**src/rtl/core/mru_move_to_front_list_unit_assert.svh**
```systemverilog
// Assertion helpers shared by the list unit RTL.
`ifndef MRU_MOVE_TO_FRONT_LIST_UNIT_ASSERT_SVH
`define MRU_MOVE_TO_FRONT_LIST_UNIT_ASSERT_SVH

// Same-cycle implication, disabled while reset is asserted.
`define MRUL_ASSERT_IMPL(label, clk, rst_n, ante, cons, msg) \
    label: assert property (@(posedge clk) disable iff (!rst_n) (ante) |-> (cons)) \
        else $error(msg);

// Next-cycle implication, disabled while reset is asserted.
`define MRUL_ASSERT_NEXT(label, clk, rst_n, ante, cons, msg) \
    label: assert property (@(posedge clk) disable iff (!rst_n) (ante) |=> (cons)) \
        else $error(msg);

`endif

```
**src/rtl/core/mrul_pkg.sv**
```systemverilog
package mrul_pkg;

    localparam int MAX_ENTRIES_DEF = 16;
    localparam int KEY_BITS_DEF    = 32;

    localparam int CMD_W   = 2;
    localparam int FKEY_W  = 32;
    localparam int POS_W   = 4;
    localparam int CNT_FW  = 5;
    localparam int LSIZE_W = 5;

    localparam logic [LSIZE_W-1:0] LSIZE_RESET = 5'd16;

    typedef enum logic [CMD_W-1:0] {
        CMD_ADD   = 2'd0,
        CMD_READ  = 2'd1,
        CMD_CLEAR = 2'd2
    } mrul_cmd_t;

    typedef enum logic [2:0] {
        ST_IDLE,
        ST_SEARCH,
        ST_SHIFT,
        ST_TAIL_RD,
        ST_TAIL_CAP,
        ST_DONE
    } mrul_state_t;

    typedef struct packed {
        logic [CMD_W-1:0]  command;
        logic [FKEY_W-1:0] item_key;
        logic [POS_W-1:0]  position;
    } mrul_in_t;

    typedef struct packed {
        logic              hit;
        logic [POS_W-1:0]  hit_position;
        logic              evicted;
        logic [FKEY_W-1:0] evicted_key;
        logic              read_valid;
        logic [FKEY_W-1:0] read_key;
        logic [CNT_FW-1:0] entry_count;
    } mrul_out_t;

    // Controller to datapath commands.
    typedef struct packed {
        logic accept;
        logic search;
        logic setup;
        logic shift;
        logic head;
        logic tail_rd;
        logic tail_cap;
        logic load;
    } mrul_ctl_t;

    // Datapath to controller status.
    typedef struct packed {
        logic is_add;
        logic cnt_zero;
        logic srch_hit;
        logic srch_last;
        logic shift_done;
        logic need_tail;
        logic out_free;
    } mrul_sts_t;

endpackage

```
**src/rtl/core/mru_move_to_front_list_unit.sv**
```systemverilog
// Most-recently-used key list with move-to-front on add.
// Input channel in_valid/in_stall carries a command (add, read, clear), a key and a
// read position; a transfer happens on a clock edge with valid high and stall low.
// Every accepted item yields exactly one result on out_valid/out_stall: hit flag and
// position, evicted tail key, read data and the entry count after the item.
// The list size register is written through cfg_write_en/cfg_write_data; write it
// only while idle, as the block itself does not enforce this. A read, clear or blank
// add goes straight to the done state. An add walks the entry memory (one read port,
// one write port) twice, once to search and once to shift entries down, one entry
// per cycle; a hit that leaves the list above its size also reads and evicts the
// tail. One item is in flight at a time; the next item is taken at the edge where the
// previous result can first leave.
// The result sits in an output register, so a new item can be accepted while the
// previous result is still stalled; the new item then waits at its end until the
// output register frees up, and in_stall stays high meanwhile.
// Reset empties the list and sets the list size to 16; entry storage is not cleared,
// so there is no startup sweep.
module mru_move_to_front_list_unit
    import mrul_pkg::*;
#(
    parameter int MAX_ENTRIES = MAX_ENTRIES_DEF,
    parameter int KEY_BITS    = KEY_BITS_DEF
)
(
    input  logic               clk,
    input  logic               rst_n,
    input  logic               cfg_write_en,
    input  logic [LSIZE_W-1:0] cfg_write_data,
    input  logic               in_valid,
    output logic               in_stall,
    input  mrul_in_t           in_data,
    output logic               out_valid,
    input  logic               out_stall,
    output mrul_out_t          out_data
);

    mrul_ctl_t ctl;
    mrul_sts_t sts;

    mrul_ctrl u_ctrl (
        .clk      (clk),
        .rst_n    (rst_n),
        .in_valid (in_valid),
        .sts      (sts),
        .in_stall (in_stall),
        .ctl      (ctl)
    );

    mrul_dp #(
        .MAX_ENTRIES (MAX_ENTRIES),
        .KEY_BITS    (KEY_BITS)
    ) u_dp (
        .clk            (clk),
        .rst_n          (rst_n),
        .cfg_write_en   (cfg_write_en),
        .cfg_write_data (cfg_write_data),
        .in_data        (in_data),
        .ctl            (ctl),
        .out_stall      (out_stall),
        .sts            (sts),
        .out_valid      (out_valid),
        .out_data       (out_data)
    );

endmodule

```
**src/rtl/core/mrul_ctrl.sv**
```systemverilog
module mrul_ctrl
    import mrul_pkg::*;
(
    input  logic      clk,
    input  logic      rst_n,
    input  logic      in_valid,
    input  mrul_sts_t sts,
    output logic      in_stall,
    output mrul_ctl_t ctl
);

    mrul_state_t state_reg;
    mrul_state_t state_next;

    always_ff @(posedge clk or negedge rst_n)
    begin
        if (!rst_n)
        begin
            state_reg <= ST_IDLE;
        end
        else
        begin
            state_reg <= state_next;
        end
    end

    always_comb
    begin
        state_next = state_reg;
        case (state_reg)
            ST_IDLE:
            begin
                if (in_valid)
                begin
                    state_next = sts.is_add ? ST_SEARCH : ST_DONE;
                end
            end
            ST_SEARCH:
            begin
                if (sts.srch_hit || sts.srch_last || sts.cnt_zero)
                begin
                    state_next = ST_SHIFT;
                end
            end
            ST_SHIFT:
            begin
                if (sts.shift_done)
                begin
                    state_next = sts.need_tail ? ST_TAIL_RD : ST_DONE;
                end
            end
            ST_TAIL_RD:
            begin
                state_next = ST_TAIL_CAP;
            end
            ST_TAIL_CAP:
            begin
                state_next = ST_DONE;
            end
            ST_DONE:
            begin
                if (sts.out_free)
                begin
                    state_next = ST_IDLE;
                end
            end
            default:
            begin
                state_next = ST_IDLE;
            end
        endcase
    end

    always_comb
    begin
        ctl      = '0;
        in_stall = 1'b1;
        case (state_reg)
            ST_IDLE:
            begin
                in_stall   = 1'b0;
                ctl.accept = in_valid;
            end
            ST_SEARCH:
            begin
                if (sts.srch_hit || sts.srch_last || sts.cnt_zero)
                begin
                    ctl.setup = 1'b1;
                end
                else
                begin
                    ctl.search = 1'b1;
                end
            end
            ST_SHIFT:
            begin
                // The head is written only after the last shifted entry has landed.
                if (sts.shift_done)
                begin
                    ctl.head = 1'b1;
                end
                else
                begin
                    ctl.shift = 1'b1;
                end
            end
            ST_TAIL_RD:
            begin
                ctl.tail_rd = 1'b1;
            end
            ST_TAIL_CAP:
            begin
                ctl.tail_cap = 1'b1;
            end
            ST_DONE:
            begin
                ctl.load = sts.out_free;
            end
            default:
            begin
                ctl = '0;
            end
        endcase
    end

endmodule

```
**src/rtl/core/mrul_dp.sv**
```systemverilog
`include "mru_move_to_front_list_unit_assert.svh"

module mrul_dp
    import mrul_pkg::*;
#(
    parameter int MAX_ENTRIES = MAX_ENTRIES_DEF,
    parameter int KEY_BITS    = KEY_BITS_DEF
)
(
    input  logic               clk,
    input  logic               rst_n,
    input  logic               cfg_write_en,
    input  logic [LSIZE_W-1:0] cfg_write_data,
    input  mrul_in_t           in_data,
    input  mrul_ctl_t          ctl,
    input  logic               out_stall,
    output mrul_sts_t          sts,
    output logic               out_valid,
    output mrul_out_t          out_data
);

    localparam int IDX_W     = (MAX_ENTRIES > 1) ? $clog2(MAX_ENTRIES) : 1;
    localparam int CNT_W     = $clog2(MAX_ENTRIES + 1);
    localparam int CMP_W     = (CNT_W > LSIZE_W) ? CNT_W : LSIZE_W;
    localparam int POS_CMP_W = (CNT_W > POS_W) ? CNT_W : POS_W;
    localparam logic [CNT_W-1:0] CNT_MAX = CNT_W'(MAX_ENTRIES);
    localparam logic [CMP_W-1:0] CMP_MAX = CMP_W'(MAX_ENTRIES);

    logic [KEY_BITS-1:0] mem [MAX_ENTRIES];

    logic [KEY_BITS-1:0] rdat_reg;
    logic [KEY_BITS-1:0] key_reg;
    logic [KEY_BITS-1:0] evkey_reg;
    logic [CNT_W-1:0]    count_reg;
    logic [CNT_W-1:0]    ptr_reg;
    logic [IDX_W-1:0]    pidx_reg;
    logic [IDX_W-1:0]    found_reg;
    logic [LSIZE_W-1:0]  lsize_reg;
    logic                pend_reg;
    logic                hit_reg;
    logic                ev_reg;
    logic                rvld_reg;
    logic                out_valid_reg;
    mrul_out_t           out_reg;

    logic [CMP_W-1:0]    lsz_ext;
    logic [CMP_W-1:0]    limit;
    logic [CMP_W-1:0]    cnt_ext;
    logic [CNT_W-1:0]    count_m1;
    logic [CNT_W-1:0]    ptr_m1;
    logic [KEY_BITS-1:0] in_key;
    logic [CMD_W-1:0]    in_cmd;
    logic                rd_ok;
    logic                ptr_in;
    logic                srch_match;
    logic                miss_evict;

    logic                rd_en;
    logic [IDX_W-1:0]    rd_addr;
    logic                wr_en;
    logic [IDX_W-1:0]    wr_addr;
    logic [KEY_BITS-1:0] wr_data;

    // Effective list size: zero acts as one, anything above capacity as capacity.
    always_comb
    begin
        lsz_ext = CMP_W'(lsize_reg);
        if (lsz_ext == '0)
        begin
            limit = CMP_W'(1);
        end
        else if (lsz_ext > CMP_MAX)
        begin
            limit = CMP_MAX;
        end
        else
        begin
            limit = lsz_ext;
        end
    end

    assign cnt_ext    = CMP_W'(count_reg);
    assign count_m1   = count_reg - CNT_W'(1);
    assign ptr_m1     = ptr_reg - CNT_W'(1);
    assign in_key     = KEY_BITS'(in_data.item_key);
    assign in_cmd     = in_data.command;
    assign rd_ok      = POS_CMP_W'(in_data.position) < POS_CMP_W'(count_reg);
    assign ptr_in     = ptr_reg < count_reg;
    assign srch_match = pend_reg && (rdat_reg == key_reg);
    assign miss_evict = cnt_ext >= limit;

    assign sts.is_add     = (in_cmd == CMD_ADD) && (in_key != '0);
    assign sts.cnt_zero   = (count_reg == '0);
    assign sts.srch_hit   = srch_match;
    assign sts.srch_last  = pend_reg && (CNT_W'(pidx_reg) == count_m1);
    assign sts.shift_done = (ptr_reg == '0) && !pend_reg;
    assign sts.need_tail  = hit_reg && (cnt_ext > limit);
    assign sts.out_free   = !out_valid_reg || !out_stall;

    // Single read port and single write port; the shift walk reads entry k-1
    // while the entry it read in the previous cycle is written one place further down.
    always_comb
    begin
        rd_en   = 1'b0;
        rd_addr = '0;
        wr_en   = 1'b0;
        wr_addr = '0;
        wr_data = key_reg;
        if (ctl.accept && (in_cmd == CMD_READ) && rd_ok)
        begin
            rd_en   = 1'b1;
            rd_addr = IDX_W'(in_data.position);
        end
        if (ctl.search && ptr_in)
        begin
            rd_en   = 1'b1;
            rd_addr = ptr_reg[IDX_W-1:0];
        end
        if (ctl.shift)
        begin
            if (pend_reg)
            begin
                wr_en   = 1'b1;
                wr_addr = pidx_reg + IDX_W'(1);
                wr_data = rdat_reg;
            end
            if (ptr_reg != '0)
            begin
                rd_en   = 1'b1;
                rd_addr = ptr_m1[IDX_W-1:0];
            end
        end
        if (ctl.head)
        begin
            wr_en   = 1'b1;
            wr_addr = '0;
            wr_data = key_reg;
        end
        if (ctl.tail_rd)
        begin
            rd_en   = 1'b1;
            rd_addr = count_m1[IDX_W-1:0];
        end
    end

    always_ff @(posedge clk)
    begin
        if (wr_en)
        begin
            mem[wr_addr] <= wr_data;
        end
        if (rd_en)
        begin
            rdat_reg <= mem[rd_addr];
        end
    end

    always_ff @(posedge clk or negedge rst_n)
    begin
        if (!rst_n)
        begin
            lsize_reg     <= LSIZE_RESET;
            count_reg     <= '0;
            ptr_reg       <= '0;
            pend_reg      <= 1'b0;
            out_valid_reg <= 1'b0;
        end
        else
        begin
            if (cfg_write_en)
            begin
                lsize_reg <= cfg_write_data;
            end
            if (ctl.accept)
            begin
                pend_reg <= 1'b0;
                ptr_reg  <= '0;
                if (in_cmd == CMD_CLEAR)
                begin
                    count_reg <= '0;
                end
            end
            if (ctl.search)
            begin
                pend_reg <= ptr_in;
                if (ptr_in)
                begin
                    ptr_reg <= ptr_reg + CNT_W'(1);
                end
            end
            if (ctl.setup)
            begin
                pend_reg <= 1'b0;
                if (srch_match)
                begin
                    ptr_reg <= CNT_W'(pidx_reg);
                end
                else if (miss_evict)
                begin
                    ptr_reg <= count_m1;
                end
                else
                begin
                    ptr_reg   <= count_reg;
                    count_reg <= count_reg + CNT_W'(1);
                end
            end
            if (ctl.shift)
            begin
                pend_reg <= (ptr_reg != '0);
                if (ptr_reg != '0)
                begin
                    ptr_reg <= ptr_m1;
                end
            end
            if (ctl.tail_cap)
            begin
                count_reg <= count_m1;
            end
            if (ctl.load)
            begin
                out_valid_reg <= 1'b1;
            end
            else if (!out_stall)
            begin
                out_valid_reg <= 1'b0;
            end
        end
    end

    always_ff @(posedge clk)
    begin
        if (ctl.accept)
        begin
            key_reg   <= in_key;
            hit_reg   <= 1'b0;
            found_reg <= '0;
            ev_reg    <= 1'b0;
            evkey_reg <= '0;
            rvld_reg  <= (in_cmd == CMD_READ) && rd_ok;
        end
        if (ctl.search && ptr_in)
        begin
            pidx_reg <= ptr_reg[IDX_W-1:0];
        end
        if (ctl.setup)
        begin
            if (srch_match)
            begin
                hit_reg   <= 1'b1;
                found_reg <= pidx_reg;
            end
            else if (miss_evict)
            begin
                // The last compare of a miss holds the old tail, about to be overwritten.
                ev_reg    <= 1'b1;
                evkey_reg <= rdat_reg;
            end
        end
        if (ctl.shift && (ptr_reg != '0))
        begin
            pidx_reg <= ptr_m1[IDX_W-1:0];
        end
        if (ctl.tail_cap)
        begin
            ev_reg    <= 1'b1;
            evkey_reg <= rdat_reg;
        end
        if (ctl.load)
        begin
            out_reg.hit          <= hit_reg;
            out_reg.hit_position <= POS_W'(found_reg);
            out_reg.evicted      <= ev_reg;
            out_reg.evicted_key  <= FKEY_W'(evkey_reg);
            out_reg.read_valid   <= rvld_reg;
            out_reg.read_key     <= rvld_reg ? FKEY_W'(rdat_reg) : '0;
            out_reg.entry_count  <= CNT_FW'(count_reg);
        end
    end

    assign out_valid = out_valid_reg;
    assign out_data  = out_reg;

    `MRUL_ASSERT_IMPL(a_count_bound, clk, rst_n, 1'b1, count_reg <= CNT_MAX, "count above capacity")
    `MRUL_ASSERT_NEXT(a_clear_empties, clk, rst_n, ctl.accept && (in_cmd == CMD_CLEAR), count_reg == '0, "clear left entries")
    `MRUL_ASSERT_IMPL(a_head_no_pending, clk, rst_n, ctl.head, !pend_reg, "head write collides with shift")
    `MRUL_ASSERT_IMPL(a_search_range, clk, rst_n, ctl.search && pend_reg, CNT_W'(pidx_reg) < count_reg, "search past tail")

endmodule
```
**config.mk**
```make
export PLATFORM = sky130hd
export DESIGN_NAME = mru_move_to_front_list_unit
export DESIGN_NICKNAME = d
export VERILOG_FILES = /design/src/rtl/core/mrul_pkg.sv /design/src/rtl/core/mru_move_to_front_list_unit.sv /design/src/rtl/core/mrul_ctrl.sv /design/src/rtl/core/mrul_dp.sv
export VERILOG_INCLUDE_DIRS = /design/src /design/src/rtl/core
export SDC_FILE = /design/constraint.sdc
export NUM_CORES = 1
export LEC_CHECK = 0
export BUFFER_PORTS_ARGS = -buffer_cell sky130_fd_sc_hd__buf_2
export CAP_MARGIN = 20
export CORE_ASPECT_RATIO = 0.8
export CORE_MARGIN = 2
export CORE_UTILIZATION = 69
export CTS_BUF_LIST = sky130_fd_sc_hd__clkbuf_8
export DETAILED_ROUTE_END_ITERATION = 8
export HOLD_SLACK_MARGIN = 0.1
export PLACE_DENSITY = 0.89
export SLEW_MARGIN = 20
export SYNTH_ARGS = -nofsm -noshare
export SYNTH_HDL_FRONTEND = slang
export SYNTH_HIERARCHICAL = 1
export SYNTH_SLANG_ARGS = --single-unit
```
**constraint.sdc**
```tcl
create_clock -name clk -period 10.19 [get_ports clk]
set_clock_uncertainty 0.2 [all_clocks]
set_input_delay 0.5095 -clock clk [delete_from_list [all_inputs] [get_ports clk]]
set_output_delay 0.5095 -clock clk [all_outputs]
set_load 0.03 [all_outputs]
```
[Word level (Yosys, flattened, before mapping)]
Memories as Yosys holds them, arrays and structs flattened. A register that Yosys moved wholly into a read port is not among the register bits.
Index checks and enable logic that the tools add are counted.
Word-level totals
  flip-flop bits (word level): 171
  memory bits (writable): 512
  input bits: 48
  output and inout port bits: 78
  logic and storage cells: 149
  memories kept: 1
Memories
  u_dp.mem: depth 16, width 32, rd ports 1, clocked after memory_dff 1, write ports 1, RTL line mrul_dp.sv:29  | logic [KEY_BITS-1:0] mem [MAX_ENTRIES];
Operators by class
  add/sub/neg operators: 5
  magnitude comparators: 5
  eq/ne operators: 14
  multiplexer cells: 78
  reductions and logical operators: 26
Operators with widths (number)
  $mux W32: 8
  $mux W5: 16
  $mux W4: 13
  $eq A32 B32 Y1: 1
  $mux W1: 32
  $reduce_bool A32 Y1: 1
  $mux W3: 6
  $pmux W3 S6: 1
  $logic_not A5 Y1: 3
  $add A5 B1 Y5 const B: 2
  $logic_and A1 B1 Y1: 10
  $sub A5 B1 Y5 const B: 2
  $eq A3 B2 Y1 const B: 2
  $eq A3 B3 Y1 const B: 2
  $ne A2 B1 Y1 const B: 3
  $eq A4 B5 Y1: 1
  $ge A5 B5 Y1: 1
  $gt A5 B5 Y1: 1
  $gt A5 B5 Y1 const B: 1
  $lt A4 B5 Y1: 1
  $lt A5 B5 Y1: 1
  $reduce_bool A5 Y1: 1
  $add A4 B1 Y4 const B: 1
  $mux W2: 2
  other kinds (11): 16

[Longest topological paths before layout]
Gate-level depths: netlist (run 1).
  depth after elaboration: 12
  mapped depth: 21
  gate-level depth less buffers: 16

[Hierarchy]
The synthesis (run 1) kept the hierarchy.
Modules (own cells, without submodules)
  mrul_dp: times used 1, cells each 1768, area each 28174.5 um^2, sequential area each 20916.3 um^2
  mrul_ctrl: times used 1, cells each 37, area each 307.8 um^2, sequential area each 75.1 um^2

[Least setup slack after synthesis (run 1)]
OpenSTA, ideal clock, no wires.
  path kind: register -> register
  start point: register u_ctrl.state_reg[1]
  end point: register u_dp.rdat_reg[10] (read register of u_dp.mem) (data pin)
  library setup time: 0.272 ns
  arrival time: 5.083 ns
  data required time: 9.718 ns
  path slack: 4.635 ns
  cell stages (with the launch flop): 15
  buffers on the path: 5
  period minus slack after synthesis: 5.555 ns
  path through: dfrtp_1 -> buf_4 -> or3_1 -> nor2_1 -> buf_4 -> inv_1 -> buf_2 -> o41ai_2 -> nand2_1 -> o31ai_2 -> buf_2 -> buf_2 -> mux2i_1 -> o22ai_1 -> or4_1
RTL lines
  start: declaration: RTL line mrul_ctrl.sv:12  | mrul_state_t state_reg;
  start signal: assignment: RTL line mrul_ctrl.sv:23  | state_reg <= state_next;
  end: declaration: RTL line mrul_dp.sv:31  | logic [KEY_BITS-1:0] rdat_reg;

==> summary.md, run 1 <==
| Metric | Value |
|---|---|
| Setup repair after global routing missed its margin | `false` |
| Async set or reset register ratio after synthesis | `0.0280` |
| Total power density per cell area | `297 nW/um2` |
| Vias | `17,600` |
| Unique cell type count in the Yosys netlist | `73` |
| Worst r2r src | `u_dp/rdat_reg[29]` |
| Initial detailed-routing violation count | `2,319` |
| Starting density of the core | `0.700` |
| Area Overhead vs Synth | `12.5%` |
| Least setup slack across all paths after layout | `roughly 2.9 ns` |
| Area of the placeable core | `40,700 um2` |
| Chip width | `231 um` |
| Leakage power summed over all cells | `around 0.011 uW` |
| Routed length per instance | `around 28 um` |
| Crit Reg-Reg Endpoint | `u_dp/rdat_reg[15]` |
| Cell with the most instances after synthesis | `sky130_fd_sc_hd__edfxtp_1` |
| Length in cells of the worst reg-to-reg path | `18` |
| Worst-path fanout max | `160` |
| Rel. slew slack | `0.204` |
| DRT met1 WL | `25,600 um` |
| Final max-slew violation count | `0` |
| CTS clk-pin slew, worst paths | `0.06 ns` |
| Worst Hold Launch | `in_data[37]` |
| Largest cells by area after synthesis | `sky130_fd_sc_hd__edfxtp_1 (69%), sky130_fd_sc_hd__mux2i_1 (9.1%), sky130_fd_sc_hd__o22ai_1 (2.8%)` |
| Post-DR vias/cell | `roughly 6.7` |
| Placement Setup Slack | `3.23 ns` |
| Hold Worst Slack | `around 0.13 ns` |
| Tightest Pin Transition | `roughly 1.2 ns` |
| Number of standard-cell rows in the floorplan | `66` |
| Worst Setup End Kind | `flip-flop` |
| CTS tree | `yes` |
| Data required time of the critical path | `roughly 10 ns` |
| Cell area after synthesis | `28,500 um2` |
| Count of unresolved DRC violations after routing | `0` |
| Flip-flop count of the largest register after layout | `512` |
| Timing-limited maximum frequency | `~140 MHz` |
| Height of the die | `186 um` |
| Share of Yosys cell area claimed by the top area cell type | `0.693` |
| Synth area leader | `sky130_fd_sc_hd__edfxtp_1` |
| Fraction of layout cells with a size suffix above 1 | `0.158` |
| Reported max-cap violation count | `0` |
| Synthesized netlist cell count | `1,805` |
| Antenna Diode Count | `0` |
| Minimum clock period after layout | `7.33 ns` |
| Register area share after synthesis | `0.737` |
| Number of buffer cells added on primary ports | `125` |
| Final core utilization | `0.787` |
| Largest net degree at the start of global routing | `161` |
| Post-synth EDFFs | `657` |
| Tot GR Track Use | `0.349` |
| First-pass detailed-route iteration total | `6` |
| Number of hold violations in the final report | `0` |
| Largest Register | `u_dp/mem` |
| Worst IR Drop VDD | `0.390 mV` |
| Estimated wirelength of the detail-placed design | `roughly 40,000 um` |
| Met2 Wirelength | `34,500 um` |
| Number of buffers on the longest clock path | `3` |
| Uppermost layer routed | `met4` |
| Launching element of the worst setup path | `u_dp/rdat_reg[29]` |
| #FFs+latches synth | `715` |
| Number of cells on the worst hold path | `5` |
| Final Cycle Share | `0.720` |
| Gates resized, CTS repair | `0` |
| Worst hold path class | `in -> reg` |
| Hold-fix buffers at CTS | `49` |
| Wirelength, routed | `around 73,000 um` |
| Io pins | `126` |
| Clock Tree Root | `sky130_fd_sc_hd__clkbuf_8` |
| Area of the die | `42,900 um2` |
| Kind of critical path | `reg -> reg` |
| Count of nets after finishing | `2,085` |
| Ys flop type | `sky130_fd_sc_hd__edfxtp_1` |
| Overall overflow remaining after global route | `0` |
| Clock latency on the worst-skew pair | `0.71 ns` |
| Nets in the synthesized netlist | `around 1,900` |
| Result of the run | `finished, final reports clean` |
| Number of synthesis warnings | `6` |
| Number of nets still failing antenna checks after routing | `0` |
| H-tree levels | `3` |
| Placed Instances | `roughly 2,400` |
| Met3 Routed Length | `approximately 9900 um` |
| Routability cong. | `between 0.9 and 1` |
| Setup_tns | `0 ns` |
| Number of clock sinks | `715` |
| Most instantiated cells after synthesis | `sky130_fd_sc_hd__edfxtp_1 (657), sky130_fd_sc_hd__mux2i_1 (258), sky130_fd_sc_hd__nand2_1 (193)` |
| Hold endpoint | `u_ctrl/state_reg[2]` |
| Clock buffer count from CTS | `100` |
| Data arrival time at the worst-slack endpoint | `7.57 ns` |
| Reg-to-reg setup timing slack | `2.86 ns` |
| Antenna violations before repair | `1` |
| Post-CTS Setup Repair Bufs | `0` |
| First-pass GRT wire length | `107,000 um` |
| Via count of the first global-routing pass | `17,400` |
| Final non-filler cell total | `2,644` |
| Mean post-synth cell area | `15.8 um2` |
| Setup-failing EPs final | `0` |
| Type of origin of the critical path | `flip-flop` |
-- placed cells by master, fill, tap and decap left out, types with 8 or more instances in the layout --
master,n
sky130_fd_sc_hd__buf_2,125
sky130_fd_sc_hd__nand2_1,193
sky130_fd_sc_hd__nor2_4,15
sky130_fd_sc_hd__o21ai_0,12
sky130_fd_sc_hd__xor2_1,31
sky130_fd_sc_hd__dlygate4sd3_1,49
sky130_fd_sc_hd__or4_1,33
sky130_fd_sc_hd__inv_1,54
sky130_fd_sc_hd__a21o_1,10
sky130_fd_sc_hd__mux2_2,8
sky130_fd_sc_hd__buf_4,34
sky130_fd_sc_hd__nor4_1,17
sky130_fd_sc_hd__mux2i_1,258
sky130_fd_sc_hd__nand3_1,48
sky130_fd_sc_hd__and2_1,33
sky130_fd_sc_hd__dfxtp_1,38
sky130_fd_sc_hd__clkbuf_8,107
sky130_fd_sc_hd__edfxtp_1,657
sky130_fd_sc_hd__o22ai_1,129
sky130_fd_sc_hd__a21oi_1,21
sky130_fd_sc_hd__ha_1,18
sky130_fd_sc_hd__nor2_1,20
sky130_fd_sc_hd__clkinv_1,26
sky130_fd_sc_hd__xnor2_1,17
sky130_fd_sc_hd__nor3_1,12
sky130_fd_sc_hd__dfrtp_1,19
-- layout make-up --
cell class	instances	area (um2)
repair buffers	210	1410
flip-flops and latches	715	21000
fillers	2043	8670
multi-input cells	971	7020
clock inverters	76	387
well taps	544	681
clock buffers	107	1470
inverters	21	78.8
-- how the worst max path moves through the flow --
stage	endpoint	cells after the start
after floorplan	u_dp/rdat_reg[10]	14
after CTS	u_dp/rdat_reg[26]	18
after global placement	u_dp/rdat_reg[22]	18
final	u_dp/rdat_reg[15]	18
after global routing	u_dp/rdat_reg[26]	18
after detailed placement	u_dp/rdat_reg[25]	18
-- metal layers --
metal  global-route usage  vias to the layer above
met3               0.0892                      242
li1                     -                     7408
met2                0.553                     1400
met5                    0                        -
met1                0.460                     8569
met4                0.165                        0
-- cells by family after synthesis --
logic type               synth area share
AND/OR/NAND/NOR                    0.0728
adder cells (fa/ha/maj)           0.00791
XOR/XNOR                           0.0148
buffers and inverters              0.0215
AO/OA/AOI/OAI                      0.0517
flip-flops                          0.737
multiplexers                       0.0944
-- critical path: stages (launching register included) --
cell                       delay [ns]
sky130_fd_sc_hd__edfxtp_1        0.58
sky130_fd_sc_hd__xor2_1          0.23
sky130_fd_sc_hd__nor4_1          0.85
sky130_fd_sc_hd__nand4_1         0.21
sky130_fd_sc_hd__or4_1           0.80
sky130_fd_sc_hd__inv_1           0.19
sky130_fd_sc_hd__or3_4           0.17
sky130_fd_sc_hd__nor3_1          0.06
sky130_fd_sc_hd__inv_1           0.10
sky130_fd_sc_hd__a211oi_1        0.08
sky130_fd_sc_hd__o21a_1          0.23
sky130_fd_sc_hd__nor2_1          0.24
sky130_fd_sc_hd__inv_2           0.12
sky130_fd_sc_hd__o31ai_4         0.23
sky130_fd_sc_hd__buf_4           0.68
sky130_fd_sc_hd__buf_12          0.83
sky130_fd_sc_hd__mux2i_1         0.32
sky130_fd_sc_hd__o22ai_1         0.13
sky130_fd_sc_hd__or4_1           0.56
-- metrics by stage --
step | instance area (um2) | power [uW]
6_report | 32000 | 9520
4_1_cts | 32000 | 9420
3_5_place_dp | 29700 | 7330
3_3_place_gp | 29700 | 7190
5_1_grt | 32000 | 9840
2_1_floorplan | 28500 | 6400
-- where the power goes --
| group | internal, uW | total [uW] | leakage (uW) | switching (uW) |
|---|---|---|---|---|
| registers | 3760 | 4110 | 0.00652 | 347 |
| logic | 1240 | 3320 | 0.00353 | 2080 |
| clock network | 1020 | 2090 | 0.00107 | 1070 |
| total | 6030 | 9520 | 0.0111 | 3490 |
(Power assumes the default switching activity.)
==> run 2, diff against run 1 <==
- ABC_AREA: unset -> 1
- CORE_UTILIZATION: 69 -> 64
- PLACE_DENSITY: 0.89 -> 0.83
- clock period: 10.19 -> 7.1 ns (I/O delays scaled with it)
==> summary.md, run 2 <==
| Metric | Value |
|---|---|
| Largest delay share family, worst path | `simple AND/OR/NAND/NOR gates (unchanged)` |
| Routability cong. | `1.04 (was 0.939)` |
| Overall overflow remaining after global route | `0 (unchanged)` |
| CTS clk-pin slew, worst paths | `0.07 ns (was 0.06 ns)` |
| Crit Reg-Reg Endpoint | `u_dp/rdat_reg[13] (was u_dp/rdat_reg[15])` |
| Post-synth EDFFs | `657 (unchanged)` |
| Io pins | `126 (unchanged)` |
| Flip-flop count of the largest register after layout | `512 (unchanged)` |
| Commonest cells after routing, fill and taps aside | `sky130_fd_sc_hd__nand2_1 (668), sky130_fd_sc_hd__nand3_1 (665), sky130_fd_sc_hd__edfxtp_1 (657) (was sky130_fd_sc_hd__edfxtp_1 (657), sky130_fd_sc_hd__mux2i_1 (258), sky130_fd_sc_hd__nand2_1 (193))` |
| Cells traversed along the worst timing path | `inv_1 > ha_1 > or2_2 > nand2_1 > xor2_1 > o2111ai_1 > a21oi_1 > nor2_1 > nand2_1 > nor2_2 > nand4_1 > nand2_1 > nand2_1 > nand2_8 > buf_12 > nand3_1 > nand3_1 > nand3_1 > nand3_1 > nand2_1 (was xor2_1 > nor4_1 > nand4_1 > or4_1 > inv_1 > or3_4 > nor3_1 > inv_1 > a211oi_1 > o21a_1 > nor2_1 > inv_2 > o31ai_4 > buf_4 > buf_12 > mux2i_1 > o22ai_1 > or4_1)` |
| Placed cell area | `33,100 um2 (was 29,700 um2)` |
| Number of standard-cell rows in the floorplan | `73 (was 66)` |
| Finished Cell Area | `35,600 um2 (was 32,000 um2)` |
| DRT met1 WL | `31,800 um (was 25,600 um)` |
| Minimum clock period after layout | `6.05 ns (was 7.33 ns)` |
| Register area share after synthesis | `0.659 (was 0.737)` |
| Setup repair after global routing missed its margin | `false (unchanged)` |
| Synthesized netlist cell count | `3,098 (was 1,805)` |
| Share of Yosys cell area claimed by the top area cell type | `0.620 (was 0.693)` |
| Chip width | `253 um (was 231 um)` |
| Overall power consumption | `16,100 uW (was 9520 uW)` |
| Final Cycle Share | `0.852 (was 0.720)` |
| CTS tree | `yes (unchanged)` |
| Worst path buffer plus inverter count | `2 (was 5)` |
| Clock Tree Root | `sky130_fd_sc_hd__clkbuf_8 (unchanged)` |
| Setup-failing EPs final | `0 (unchanged)` |
| Number of synthesis warnings | `6 (unchanged)` |
| H-tree levels | `3 (unchanged)` |
| Antenna violations before repair | `0 (was 1)` |
| Ys flop type | `sky130_fd_sc_hd__edfxtp_1 (unchanged)` |
| Number of buffers on the longest clock path | `3 (unchanged)` |
| Number of hold violations in the final report | `0 (unchanged)` |
| Uppermost layer routed | `met5 (was met4)` |
| Post-DR vias/cell | `5.94 (was 6.66)` |
| Initial detailed-routing violation count | `3,613 (was 2,319)` |
| Gates resized, CTS repair | `0 (unchanged)` |
| Most instantiated cells after synthesis | `sky130_fd_sc_hd__nand2_1 (670), sky130_fd_sc_hd__nand3_1 (665), sky130_fd_sc_hd__edfxtp_1 (657) (was sky130_fd_sc_hd__edfxtp_1 (657), sky130_fd_sc_hd__mux2i_1 (258), sky130_fd_sc_hd__nand2_1 (193))` |
| Cell repeated most along the worst path | `sky130_fd_sc_hd__nand2_1` |
| Most frequent standard cell in the layout excluding fill and tap cells | `sky130_fd_sc_hd__nand2_1 (was sky130_fd_sc_hd__edfxtp_1)` |
| Setup_tns | `0 ns (unchanged)` |
| First-pass detailed-route iteration total | `7 (was 6)` |
| Clock buffer count from CTS | `104 (was 100)` |
| Mean post-synth cell area | `10.3 um2 (was 15.8 um2)` |
| Area of the placeable core | `49,400 um2 (was 40,700 um2)` |
| Worst-path fanout max | `227 (was 160)` |
| Starting density of the core | `0.644 (was 0.700)` |
| Wirelength, routed | `85,300 um (was 73,200 um)` |
| Timing-limited maximum frequency | `165 MHz (was 136 MHz)` |
| Worst Setup End Kind | `flip-flop (unchanged)` |
| Estimated wirelength of the detail-placed design | `48,400 um (was 40,000 um)` |
| Data arrival time at the worst-slack endpoint | `6.25 ns (was 7.57 ns)` |
| Area of the die | `51,600 um2 (was 42,900 um2)` |
| Longest individual stage delay on the worst path | `0.65 ns (was 0.85 ns)` |
| Violations in the final reports | `max-slew violations` |
| Area Overhead vs Synth | `11.8% (was 12.5%)` |
| Reg-to-reg setup timing slack | `1.05 ns (was 2.86 ns)` |
| Clock latency on the worst-skew pair | `0.72 ns (was 0.71 ns)` |
| Number of cells on the worst hold path | `2 (was 5)` |
| Worst Hold Launch | `in_data[10] (was in_data[37])` |
| Number of nets still failing antenna checks after routing | `0 (unchanged)` |
| Tot GR Track Use | `0.333 (was 0.349)` |
| Rel. slew slack | `-0.163 (was 0.204)` |
| Fraction of layout cells with a size suffix above 1 | `0.110 (was 0.158)` |
| First-pass GRT wire length | `129,000 um (was 107,000 um)` |
| Unique cell type count in the Yosys netlist | `43 (was 73)` |
| Reported max-cap violation count | `0 (unchanged)` |
| Count of unresolved DRC violations after routing | `0 (unchanged)` |
| Nets in the synthesized netlist | `3,164 (was 1,871)` |
| Cell with the most instances after synthesis | `sky130_fd_sc_hd__nand2_1 (was sky130_fd_sc_hd__edfxtp_1)` |
| Met2 Wirelength | `39,200 um (was 34,500 um)` |
| Leakage power summed over all cells | `0.0152 uW (was 0.0111 uW)` |
| Count of nets after finishing | `3,351 (was 2,085)` |
| Number of clock sinks | `715 (unchanged)` |
| #FFs+latches synth | `715 (unchanged)` |
| Worst hold path class | `in -> reg (unchanged)` |
| Worst IR Drop VDD | `0.595 mV (was 0.390 mV)` |
| Type of origin of the critical path | `flip-flop (unchanged)` |
| Routed length per instance | `21.1 um (was 27.7 um)` |
| Final max-slew violation count | `116 (was 0)` |
| Data required time of the critical path | `7.30 ns (was 10.42 ns)` |
| Hold Worst Slack | `0.180 ns (was 0.132 ns)` |
| Length in cells of the worst reg-to-reg path | `20 (was 18)` |
| Vias | `24,000 (was 17,600)` |
| Height of the die | `204 um (was 186 um)` |
| Number of buffer cells added on primary ports | `125 (unchanged)` |
| Worst r2r src | `u_dp/cnt_ext[0] (was u_dp/rdat_reg[29])` |
| Total power density per cell area | `452 nW/um2 (was 297 nW/um2)` |
| Tightest Pin Transition | `1.74 ns (was 1.19 ns)` |
| Launching element of the worst setup path | `u_dp/cnt_ext[0] (was u_dp/rdat_reg[29])` |
| Largest Register | `u_dp/mem (unchanged)` |
| Largest cells by area after synthesis | `sky130_fd_sc_hd__edfxtp_1 (62%), sky130_fd_sc_hd__nand3_1 (10%), sky130_fd_sc_hd__nand2_1 (7.9%) (was sky130_fd_sc_hd__edfxtp_1 (69%), sky130_fd_sc_hd__mux2i_1 (9.1%), sky130_fd_sc_hd__o22ai_1 (2.8%))` |
| Synth area leader | `sky130_fd_sc_hd__edfxtp_1 (unchanged)` |
| Largest net degree at the start of global routing | `228 (was 161)` |
| Hold endpoint | `u_dp/key_reg[6] (was u_ctrl/state_reg[2])` |
| Via count of the first global-routing pass | `23,000 (was 17,400)` |
| Async set or reset register ratio after synthesis | `0.0280 (unchanged)` |
| Met3 Routed Length | `10,200 um (was 9860 um)` |
| Result of the run | `finished, violations left (was finished, final reports clean)` |
| Slowest cell on the critical path | `sky130_fd_sc_hd__dfrtp_1 (was sky130_fd_sc_hd__nor4_1)` |
| Kind of critical path | `reg -> reg (unchanged)` |
| Cell area after synthesis | `31,800 um2 (was 28,500 um2)` |
-- run 2: kinds of logic after synthesis --
logic type / share of synthesized area
AO/OA/AOI/OAI: 0.0215
AND/OR/NAND/NOR: 0.220
XOR/XNOR: 0.00413
buffers and inverters: 0.0883
flip-flops: 0.659
adder cells (fa/ha/maj): 0.00707
-- run 2: power by group --
part	switching, uW	internal [uW]	total, uW	leakage [uW]
clock network	1540	1500	3040	0.00114
registers	416	5490	5910	0.00652
logic	5210	1950	7160	0.00758
-- run 2: per-layer routing --
metal / GRT usage / up-vias
met2: 0.513 / 1660
met1: 0.465 / 11300
met3: 0.0656 / 305
met5: 0 / -
met4: 0.148 / 2
li1: - / 10700
-- run 2: layout make-up --
| cell class | count | area [um2] |
|---|---|---|
| well taps | 675 | 845 |
| diodes | 1 | 2.50 |
| clock inverters | 77 | 343 |
| fillers | 3319 | 13800 |
| clock buffers | 113 | 1560 |
| repair buffers | 241 | 1680 |
| flip-flops and latches | 715 | 21000 |
| inverters | 520 | 1960 |
| multi-input cells | 1703 | 8230 |
-- run 2: worst max path at each step --
stage	endpoint	depth (start not counted)	slack (ns)
finish	u_dp/rdat_reg[13]	20	1.05
global route	u_dp/rdat_reg[6]	22	1.02
CTS	u_dp/rdat_reg[26]	21	1.55
detailed placement	u_dp/rdat_reg[26]	21	1.58
global placement	u_dp/rdat_reg[26]	21	1.70
floorplan	u_dp/mem[0][0]	14	2.45
-- run 2: through the flow --
stage	instances	util	worst slack [ns]
2_1_floorplan	3098	-	2.45
3_3_place_gp	3796	0.670	1.70
6_report	4045	0.721	1.05
3_5_place_dp	3797	0.671	1.58
4_1_cts	4044	0.721	1.55
5_1_grt	4044	0.721	1.02
-- run 2: timing repair --
item	CTS	global route
hold buffers	57	0
buffers inserted	0	0
endpoints found under the hold margin	67	0
